[src/rtl/core/gds_pkg.sv]
`timescale 1ns / 1ps
// ----------------------------------------------------------------------------
// gds_pkg
// Shared types and constants for the graph dominator set block.
// ----------------------------------------------------------------------------
package gds_pkg;

   localparam int ROW_WIDTH            = 32;
   localparam int PIVOT_WIDTH          = 5;
   localparam int COUNT_WIDTH          = 6;
   localparam int VERTEX_WIDTH         = 5;
   localparam int MAX_VERTICES_DEFAULT = 32;

   typedef logic [ROW_WIDTH-1:0] row_type;

   // per-cycle command broadcast to every lane
   typedef struct packed {
      logic                   load;
      logic                   warsh;
      logic [PIVOT_WIDTH-1:0] pivot;
   } lane_ctrl_type;

endpackage

[src/rtl/core/gds_lane.sv]
`timescale 1ns / 1ps
// ----------------------------------------------------------------------------
// gds_lane
// One graph row: holds its adjacency and closure rows, runs its Warshall
// update and offers its edges to the reachability sweep.
// ----------------------------------------------------------------------------
module gds_lane (
   input  logic                  clock,
   input  gds_pkg::lane_ctrl_type ctrl,
   input  logic                  load_sel,
   input  gds_pkg::row_type      row_data,
   input  gds_pkg::row_type      pivot_row,
   input  logic                  seen_bit,
   output gds_pkg::row_type      closure_row,
   output gds_pkg::row_type      contrib
);

   gds_pkg::row_type adj_ff, adj_in;
   gds_pkg::row_type closure_ff, closure_in;

   // load a row, or fold the pivot row in when this row reaches the pivot
   always_comb begin
      adj_in     = adj_ff;
      closure_in = closure_ff;
      if (ctrl.load && load_sel) begin
         adj_in     = row_data;
         closure_in = row_data;
      end else if (ctrl.warsh && closure_ff[ctrl.pivot]) begin
         closure_in = closure_ff | pivot_row;
      end
   end

   always_ff @(posedge clock) begin
      adj_ff     <= adj_in;
      closure_ff <= closure_in;
   end

   assign closure_row = closure_ff;
   assign contrib     = seen_bit ? adj_ff : '0;

endmodule

[src/rtl/core/gds_merge.sv]
`timescale 1ns / 1ps
// ----------------------------------------------------------------------------
// gds_merge
// Combines the edge contributions of all lanes into one frontier word.
// ----------------------------------------------------------------------------
module gds_merge #(
   parameter int ROWS = gds_pkg::MAX_VERTICES_DEFAULT
) (
   input  gds_pkg::row_type contrib [ROWS],
   output gds_pkg::row_type merged
);

   // or across lanes
   always_comb begin
      merged = '0;
      for (int i = 0; i < ROWS; i++) begin
         merged = merged | contrib[i];
      end
   end

endmodule

[src/rtl/core/graph_dominator_sets.sv]
`timescale 1ns / 1ps
// ----------------------------------------------------------------------------
// graph_dominator_sets
// Dominated-vertex sets of a directed graph loaded as adjacency rows.
// ----------------------------------------------------------------------------
// Usage:
//   csr_write_enable/csr_write_data set the vertex count n (0 acts as 1,
//   values above the row limit saturate); a write restarts row loading.
//   The req channel takes one adjacency row per beat, row 0 first. After
//   row n-1 the block stalls req, runs Warshall (one pivot per cycle across
//   all row lanes), then for each vertex v runs a reachability sweep from
//   vertex 0 with v removed, one frontier step per cycle (skipped for vertex
//   0 and for vertices unreachable from 0), and presents one rsp beat per
//   vertex, vertex 0 first, rsp_last on vertex n-1.
//   While rsp_stall is high the result beat holds and nothing advances.
//   Reset (synchronous) sets n to 32 and empties the row count.
// ----------------------------------------------------------------------------
module graph_dominator_sets #(
   parameter int MAX_VERTICES = gds_pkg::MAX_VERTICES_DEFAULT
) (
   input  logic                                clock,
   input  logic                                reset,
   input  logic                                csr_write_enable,
   input  logic [gds_pkg::COUNT_WIDTH-1:0]     csr_write_data,
   input  logic                                req_valid,
   output logic                                req_stall,
   input  logic [gds_pkg::ROW_WIDTH-1:0]       req_adj_row,
   output logic                                rsp_valid,
   input  logic                                rsp_stall,
   output logic [gds_pkg::VERTEX_WIDTH-1:0]    rsp_vertex,
   output logic [gds_pkg::ROW_WIDTH-1:0]       rsp_dominated_mask,
   output logic                                rsp_last
);

   localparam int ROWS = (MAX_VERTICES < gds_pkg::ROW_WIDTH) ? MAX_VERTICES
                                                             : gds_pkg::ROW_WIDTH;
   localparam int IW   = $clog2(ROWS);
   localparam int CW   = gds_pkg::COUNT_WIDTH;

   localparam logic [2:0] S_LOAD  = 3'd0;
   localparam logic [2:0] S_WARSH = 3'd1;
   localparam logic [2:0] S_PREP  = 3'd2;
   localparam logic [2:0] S_BFS   = 3'd3;
   localparam logic [2:0] S_OUT   = 3'd4;

   logic [2:0]       state_ff, state_in;
   logic [CW-1:0]    count_ff, count_in;
   logic [CW-1:0]    row_ff, row_in;
   logic [CW-1:0]    k_ff, k_in;
   logic [CW-1:0]    v_ff, v_in;
   gds_pkg::row_type seen_ff, seen_in;
   gds_pkg::row_type mask_ff, mask_in;

   logic [CW-1:0]    n_w;
   logic [CW-1:0]    row_idx;
   gds_pkg::row_type nmask;
   gds_pkg::row_type vbit;
   gds_pkg::row_type allow;
   gds_pkg::row_type merged;
   gds_pkg::row_type next_seen;
   gds_pkg::row_type sel_row;
   logic [IW-1:0]    rd_idx;
   logic             accept;

   gds_pkg::lane_ctrl_type ctrl;
   gds_pkg::row_type       closure_rows [ROWS];
   gds_pkg::row_type       contribs     [ROWS];

   // active vertex count and masks
   always_comb begin
      if (count_ff == '0)               n_w = CW'(1);
      else if (count_ff > CW'(ROWS))    n_w = CW'(ROWS);
      else                              n_w = count_ff;
   end
   assign nmask   = gds_pkg::ROW_WIDTH'((33'd1 << n_w) - 33'd1);
   assign vbit    = gds_pkg::ROW_WIDTH'(1) << v_ff[gds_pkg::PIVOT_WIDTH-1:0];
   assign allow   = nmask & ~vbit;
   assign row_idx = (row_ff >= n_w) ? '0 : row_ff;
   assign accept  = req_valid && !req_stall;

   // lane commands
   always_comb begin
      ctrl.load  = accept;
      ctrl.warsh = (state_ff == S_WARSH);
      ctrl.pivot = k_ff[gds_pkg::PIVOT_WIDTH-1:0];
   end

   // one shared row read: pivot during Warshall, vertex afterwards
   assign rd_idx  = (state_ff == S_WARSH) ? k_ff[IW-1:0] : v_ff[IW-1:0];
   assign sel_row = closure_rows[rd_idx];

   // row lanes
   for (genvar g = 0; g < ROWS; g++) begin : g_lane
      gds_lane u_lane (
         .clock      (clock),
         .ctrl       (ctrl),
         .load_sel   (row_idx[IW-1:0] == IW'(g)),
         .row_data   (req_adj_row & nmask),
         .pivot_row  (sel_row),
         .seen_bit   (seen_ff[g]),
         .closure_row(closure_rows[g]),
         .contrib    (contribs[g])
      );
   end

   gds_merge #(.ROWS(ROWS)) u_merge (
      .contrib(contribs),
      .merged (merged)
   );

   assign next_seen = seen_ff | (merged & allow);

   // sequencer
   always_comb begin
      state_in = state_ff;
      count_in = count_ff;
      row_in   = row_ff;
      k_in     = k_ff;
      v_in     = v_ff;
      seen_in  = seen_ff;
      mask_in  = mask_ff;
      unique case (state_ff)
         S_LOAD: begin
            if (accept) begin
               if (row_idx + CW'(1) >= n_w) begin
                  row_in   = '0;
                  k_in     = '0;
                  state_in = S_WARSH;
               end else begin
                  row_in = row_idx + CW'(1);
               end
            end
         end
         S_WARSH: begin
            k_in = k_ff + CW'(1);
            if (k_ff == n_w - CW'(1)) begin
               v_in     = '0;
               state_in = S_PREP;
            end
         end
         S_PREP: begin
            if (v_ff == '0) begin
               mask_in  = (closure_rows[0] | vbit) & nmask;
               state_in = S_OUT;
            end else if (closure_rows[0][v_ff[gds_pkg::PIVOT_WIDTH-1:0]]) begin
               seen_in  = gds_pkg::ROW_WIDTH'(1);
               state_in = S_BFS;
            end else begin
               mask_in  = '0;
               state_in = S_OUT;
            end
         end
         S_BFS: begin
            seen_in = next_seen;
            if (next_seen == seen_ff) begin
               mask_in  = ((sel_row & ~seen_ff) | vbit) & nmask;
               state_in = S_OUT;
            end
         end
         S_OUT: begin
            if (!rsp_stall) begin
               seen_in = '0;
               if (v_ff == n_w - CW'(1)) begin
                  state_in = S_LOAD;
               end else begin
                  v_in     = v_ff + CW'(1);
                  state_in = S_PREP;
               end
            end
         end
         default: state_in = S_LOAD;
      endcase
      if (csr_write_enable) begin
         count_in = csr_write_data;
         row_in   = '0;
      end
   end

   always_ff @(posedge clock) begin
      if (reset) begin
         state_ff <= S_LOAD;
         count_ff <= CW'(32);
         row_ff   <= '0;
         k_ff     <= '0;
         v_ff     <= '0;
         seen_ff  <= '0;
      end else begin
         state_ff <= state_in;
         count_ff <= count_in;
         row_ff   <= row_in;
         k_ff     <= k_in;
         v_ff     <= v_in;
         seen_ff  <= seen_in;
      end
   end

   always_ff @(posedge clock) begin
      mask_ff <= mask_in;
   end

   // ports
   assign req_stall          = (state_ff != S_LOAD);
   assign rsp_valid          = (state_ff == S_OUT);
   assign rsp_vertex         = v_ff[gds_pkg::VERTEX_WIDTH-1:0];
   assign rsp_dominated_mask = mask_ff;
   assign rsp_last           = (v_ff == n_w - CW'(1));

endmodule

[config.mk]
export PLATFORM = sky130hd
export DESIGN_NAME = graph_dominator_sets
export DESIGN_NICKNAME = d
export VERILOG_FILES = /design/src/rtl/core/gds_pkg.sv /design/src/rtl/core/gds_lane.sv /design/src/rtl/core/gds_merge.sv /design/src/rtl/core/graph_dominator_sets.sv
export SDC_FILE = /design/constraint.sdc
export NUM_CORES = 2
export LEC_CHECK = 0
export BUFFER_PORTS_ARGS = -buffer_cell sky130_fd_sc_hd__clkbuf_2
export CAP_MARGIN = 20
export CORE_AREA = 8 8 570 572
export DETAILED_ROUTE_END_ITERATION = 10
export DIE_AREA = 0 0 578 580
export GPL_ROUTABILITY_DRIVEN = 0
export PLACE_DENSITY = 0.49
export SYNTH_ARGS = -nofsm -noshare
export SYNTH_HDL_FRONTEND = slang
export SYNTH_SLANG_ARGS = --single-unit
[constraint.sdc]
create_clock -name clock -period 7.6 [get_ports clock]
set_input_delay 0.76 -clock clock [delete_from_list [all_inputs] [get_ports clock]]
set_output_delay 0.76 -clock clock [all_outputs]
set_load 0.05 [all_outputs]
* After elaboration in Yosys (flattened, before gate mapping)
Index checks and enable logic that the tools add are counted.
W data, S select, Z words.
** Storage, ports and cells
- Register bits :: 2139
- Latch bits :: 0
- RAM bits :: 0
- Bits in read-only memories :: 0
- Input bits :: 43
- Output and inout port bits :: 40
- Word-level logic and storage cells :: 514
- Memories :: 0
** Cells by class
- Add/subtract/negate cells :: 5
- Multipliers :: 0
- Div/mod/pow operators :: 0
- Order comparisons :: 6
- Equal/unequal tests :: 47
- Shift operators :: 2
- Multiplexer cells :: 194
- Bitwise logic cells :: 75
- Reduce and logical (&&, ||, !) cells :: 114
** Operator list (number)
- $mux W32 :: 104
- $or A32 B32 Y32 :: 66
- $and A32 B32 Y32 :: 6
- $bmux W1 S5 :: 33
- $bmux W32 S5 :: 1
- $pmux W32 S3 :: 1
- $eq A5 B5 Y1 const B :: 16
- $reduce_bool A2 Y1 :: 35
- $logic_and A1 B1 Y1 :: 65
- $not A32 Y32 :: 2
- $pmux W32 S2 :: 1
- $mux W6 :: 9
- $eq A5 B4 Y1 const B :: 8
- $mux W1 :: 33
- $eq A32 B32 Y1 :: 1
- $shl A1 B5 Y32 const A :: 1
- $shl A1 B6 Y32 const A :: 1
- $sub A32 B1 Y32 const B :: 1
- $pmux W6 S2 :: 2
- $mux W3 :: 7
- $eq A5 B3 Y1 const B :: 4
- $add A6 B1 Y6 const B :: 3
- $ne A2 B2 Y1 const B :: 8
- $pmux W3 S5 :: 1
- other kinds (25) :: 34

* Logic depth before layout (Yosys ltp)
- Depth after elaboration :: 37
- Mapped depth :: 24

* Hierarchy
A second synthesis with hierarchy kept.
** Unflattened totals
- Cells, all modules :: 9470
- Area total of the unflattened synthesis :: 110198.2 µm²
** By module, submodules not included
- gds_lane :: times used 32, cells each 231, area an instance 2885.3 µm², seq. area each 1921.8 µm²
- graph_dominator_sets :: times used 1, cells each 1726, area an instance 15467.3 µm², seq. area each 2142.1 µm²
- gds_merge :: times used 1, cells each 352, area an instance 2402.3 µm², seq. area each 0.0 µm²

* Least setup slack after synthesis
Ideal clock, no wire load.
- Path kind :: register -> register
- From :: register count_ff[5]
- To :: register mask_ff[0] (netlist: rsp_dominated_mask[0]) (enable)
- Setup time :: 0.425 ns
- Arrival time :: 5.524 ns
- Required time :: 7.175 ns
- Path slack :: 1.651 ns
- Stages on the path, launching flop included :: 18
- Path buffers :: 4
- Cell sequence :: dfxtp_1 clkbuf_1 buf_2 clkinv_1 o21ai_1 ha_1 clkbuf_1 clkbuf_1 nand2_1 ha_1 inv_1 a21oi_1 a32oi_1 a211oi_1 a221oi_1 o2111ai_1 or4_1 o21ai_1
** On the way
- Longest elaborated chain between the ends :: 11
** RTL lines
- from (decl) :: RTL line graph_dominator_sets.sv:47 : logic [CW-1:0] count_ff, count_in;
- from (signal assigned) :: RTL line graph_dominator_sets.sv:189 : count_ff <= count_in;
- $gt A6 B6 Y1 :: RTL line graph_dominator_sets.sv:72 : else if (count_ff > CW'(ROWS)) n_w = CW'(ROWS);
- $mux W6 :: RTL line graph_dominator_sets.sv:72
- $mux W6 (*) :: RTL line graph_dominator_sets.sv:71 : if (count_ff == '0) n_w = CW'(1);
- $shl A1 B6 Y32 (*) :: RTL line graph_dominator_sets.sv:75 : assign nmask = gds_pkg::ROW_WIDTH'((33'd1 << n_w) - 33'd1);
- $sub A32 B1 Y32 (*) :: RTL line graph_dominator_sets.sv:75
- $and A32 B32 Y32 (*) :: RTL line graph_dominator_sets.sv:77 : assign allow = nmask & ~vbit;
- $and A32 B32 Y32 (*) :: RTL line graph_dominator_sets.sv:111 : assign next_seen = seen_ff | (merged & allow);
- $or A32 B32 Y32 (*) :: RTL line graph_dominator_sets.sv:111
- $eq A32 B32 Y1 (*) :: RTL line graph_dominator_sets.sv:155 : if (next_seen == seen_ff) begin
- $ne A2 B2 Y1 (no line) (*)
- $reduce_and A3 Y1 (no line) (*)
- to (signal assigned) :: RTL line graph_dominator_sets.sv:198 : mask_ff <= mask_in;
- to (decl) :: RTL line graph_dominator_sets.sv:52 : gds_pkg::row_type mask_ff, mask_in;
Every way passes the cells marked *; elsewhere a longest branch is shown, timed or not.
A chain may end at the register's enable or synchronous reset.

* Worst setup path in the final report
- From :: register count_ff[5]
- To :: register mask_ff[13] (netlist: rsp_dominated_mask[13]) (enable)
The elaborated chain is that of the path after synthesis.

==> run metrics <==
post-route setup TNS 0 ps; sw frac 25.4%; die area roughly 340000 um2; FF-to-FF End rsp_dominated_mask[13]; reg2reg start count_ff[5]; vias post-DR between 70000 and 80000; sw power ~7000 uW; number of enable flip-flop cells after synthesis 2080; Clk network pwr share 41.8%; H-tree levels 4; initial cell density of the core about 33%; syn_area_per_cell 13.7 um2; crit-path cells clkinv_1, o21ai_1, ha_1, nand2_1, ha_1, inv_1, a21oi_1, a32oi_1, nor4_1, a21oi_1, nand4_1, or4_1, o21ai_4; initial antenna violation count 28; Max-Cap Viols 0; largest net degree at the start of global routing approximately 130; Clk pin slew, worst setup/hold paths approximately 60 ps; row count between 200 and 250; min-delay src csr_write_data[1]; Period minus WS final between 6000 and 7000 ps; Comb power frac about a tenth; Avg WL per Cell between 30 and 40 um; die width between 500 and 600 um; unrepaired setup endpoints after global routing false; number of routed nets with antenna violations 0; Tightest Pin Transition about 1300 ps; clock insertion delay at the later pin of the skew report between 900 and 1000 ps; Worst setup startpoint count_ff[5]; Max-slew headroom between 10% and 20%; die extent in y 580 um; cell internal pwr 20800 uW; hold depth 3; final hold vios 0; Bufs and invs on worst path 2; layout cells sized above 1 between 20% and 30%; register area 63700 um2; Critical Path Fanout Max 32; Layout Skew ~77 ps; Hold Path Class in -> reg; fmax roughly 150 MHz; Worst Path Class, Setup reg -> reg; Crit. path cell count 13; Net Count, Synth between 7000 and 8000; post-CTS resize count 0; Hold WS 125 ps; Multi-input gate area ~37000 um2; Pwr Density 238 nW/um2; initial DRC count about 12000; TritonCTS clock tree done; Slowest-stage cell, CP a32oi_1; CP delay by family, top compound AO/OA/AOI/OAI gates; commonest non-fill, non-tap cells in the layout edfxtp_1, a21oi_1, nor3_1, mux4_2, a22oi_1; reg2reg setup slack 810 ps; vias per inst about 6.5; IO buf count 82; Final setup viols 0; yosys warns 0; IO Count 83; share of power burned in registers approximately half; main flop type after synthesis edfxtp_1; HPWL Detailed roughly 280000 um; synthesized flop and latch total ~2100; hold-fix buffer count after cts 0; grt ovf 0; leakage roughly 0.035 uW; Max Root-Sink Buffers 4; Setup Buffers After CTS 0; Post-Syn Instances ~7600; first-pass iteration count of the detailed router 7; Fill cells about 30000; Core Box Area 316000 um2; post-synthesis cell area between 100000 and 150000 um2; Tot GR Track Use around 26%; Post-synth ARST share 0%; CP startpoint kind flop; Area Overhead vs Synth 13.2%; VDD IR max approximately 200 uV; end point of the critical path rsp_dominated_mask[13]; Final Max Slew Viols 0; vias in the first global route 72100; DRC Markers 0; Root Buffer clkbuf_16; commonest non-fill, non-tap cell in the layout edfxtp_1; CP max stage delay between 900 and 1000 ps; Final #Nets 7461; Synth cell types 76; Critical Path AT between 7000 and 8000 ps; Post-Route WL around 450000 um; period utilization between 80 and 90%; reg2reg path depth 13; CP Data Required Time between 8000 and 9000 ps; CP endpoint kind flop; Sink Count ~2100; status complete, no violations; TritonCTS Buffers 235; sequential cell area fraction in the yosys report 61.5%; global-route wire length before repair ~610000 um
[through the flow]
stage,power [uW],cell area (um2),util (%),worst slack (ps),instances
3_3_place_gp,16300,109000,34.6,1240,11300
2_1_floorplan,15100,103000,-,1650,7567
5_1_grt,28500,117000,37.1,841,11800
6_report,27900,117000,37.1,806,11800
3_5_place_dp,16400,109000,34.6,1170,11300
4_1_cts,27900,117000,37.0,1140,11700
[Yosys cell counts, types with 28 or more instances]
master | count | area (um2)
a211oi_1 | 41 | 308
a21oi_1 | 909 | 4550
a221oi_1 | 49 | 429
a22o_1 | 40 | 350
a22oi_1 | 443 | 3330
a32oi_1 | 33 | 289
and3_1 | 48 | 300
buf_1 | 62 | 233
buf_2 | 180 | 901
clkbuf_1 | 546 | 2050
dfxtp_1 | 59 | 1180
edfxtp_1 | 2080 | 62500
ha_1 | 31 | 388
inv_1 | 76 | 285
mux2i_1 | 206 | 2060
mux4_2 | 586 | 13200
nand2_1 | 308 | 1160
nand3_1 | 118 | 591
nand4_1 | 112 | 701
nor2_1 | 276 | 1040
nor3_1 | 867 | 4340
o21ai_0 | 134 | 671
o21ai_1 | 29 | 145
o21bai_1 | 28 | 210
[worst reg2reg max path: stages, from the launching register on]
cell and delay, ps:
dfxtp_1 360, clkinv_1 350, o21ai_1 480, ha_1 790, nand2_1 250, ha_1 450, inv_1 250, a21oi_1 220
a32oi_1 960, nor4_1 140, a21oi_1 280, nand4_1 240, or4_1 790, o21ai_4 840
[layout make-up]
| cell class | instances | share of cell area (%) |
|---|---|---|
| tap | 4180 | 4.46 |
| inverter | 77 | 0.247 |
| clock buffer | 288 | 5.24 |
| clock inverter | 129 | 1.22 |
| sequential | 2139 | 54.3 |
| multi-input combinational | 4535 | 31.7 |
| timing repair buffer | 399 | 2.75 |
| antenna | 12 | 0.0256 |
[worst min path at each step]
stage,endpoint,slack (ps)
2_1_floorplan,k_ff[5],440
3_3_place_gp,k_ff[5],480
3_5_place_dp,k_ff[5],480
4_1_cts,count_ff[1],80
5_1_grt,count_ff[0],150
6_report,count_ff[1],120
[registers in the layout, summed over array words and instances, names as in the netlist]
signal / count
v_ff: 6
g_lane.u_lane.adj_ff: 1024
rsp_dominated_mask: 32
row_ff: 6
seen_ff: 32
g_lane.u_lane.closure_row: 1024
state_ff: 3
k_ff: 6
count_ff: 6
[power by group through the flow]
stage          clock (uW)  sequential [uW]  combinational, uW
2_1_floorplan           0            13700               1480
3_3_place_gp            0            13700               2560
3_5_place_dp            0            13800               2600
4_1_cts             11800            13500               2610
5_1_grt             12200            13500               2770
6_report            11700            13500               2700
[metal layers]
layer	track usage, %	up-vias	share of wire (%)	routed length (um)
li1	-	29900	-	-
met1	35.3	40200	39	174000
met2	38.2	5422	44	195000
met3	6.67	926	12	54200
met4	10.6	12	5.1	22800
met5	0	-	0.016	73
[kinds of logic after synthesis]
| group | synth area share (%) |
|---|---|
| fa+ha+maj | 0.375 |
| buf+inv | 3.57 |
| xor+xnor | 0.186 |
| compound gates | 10.8 |
| mux | 14.8 |
| flops | 61.5 |
| simple gates | 8.79 |
Note: power is estimated with default switching activity, not from simulation.
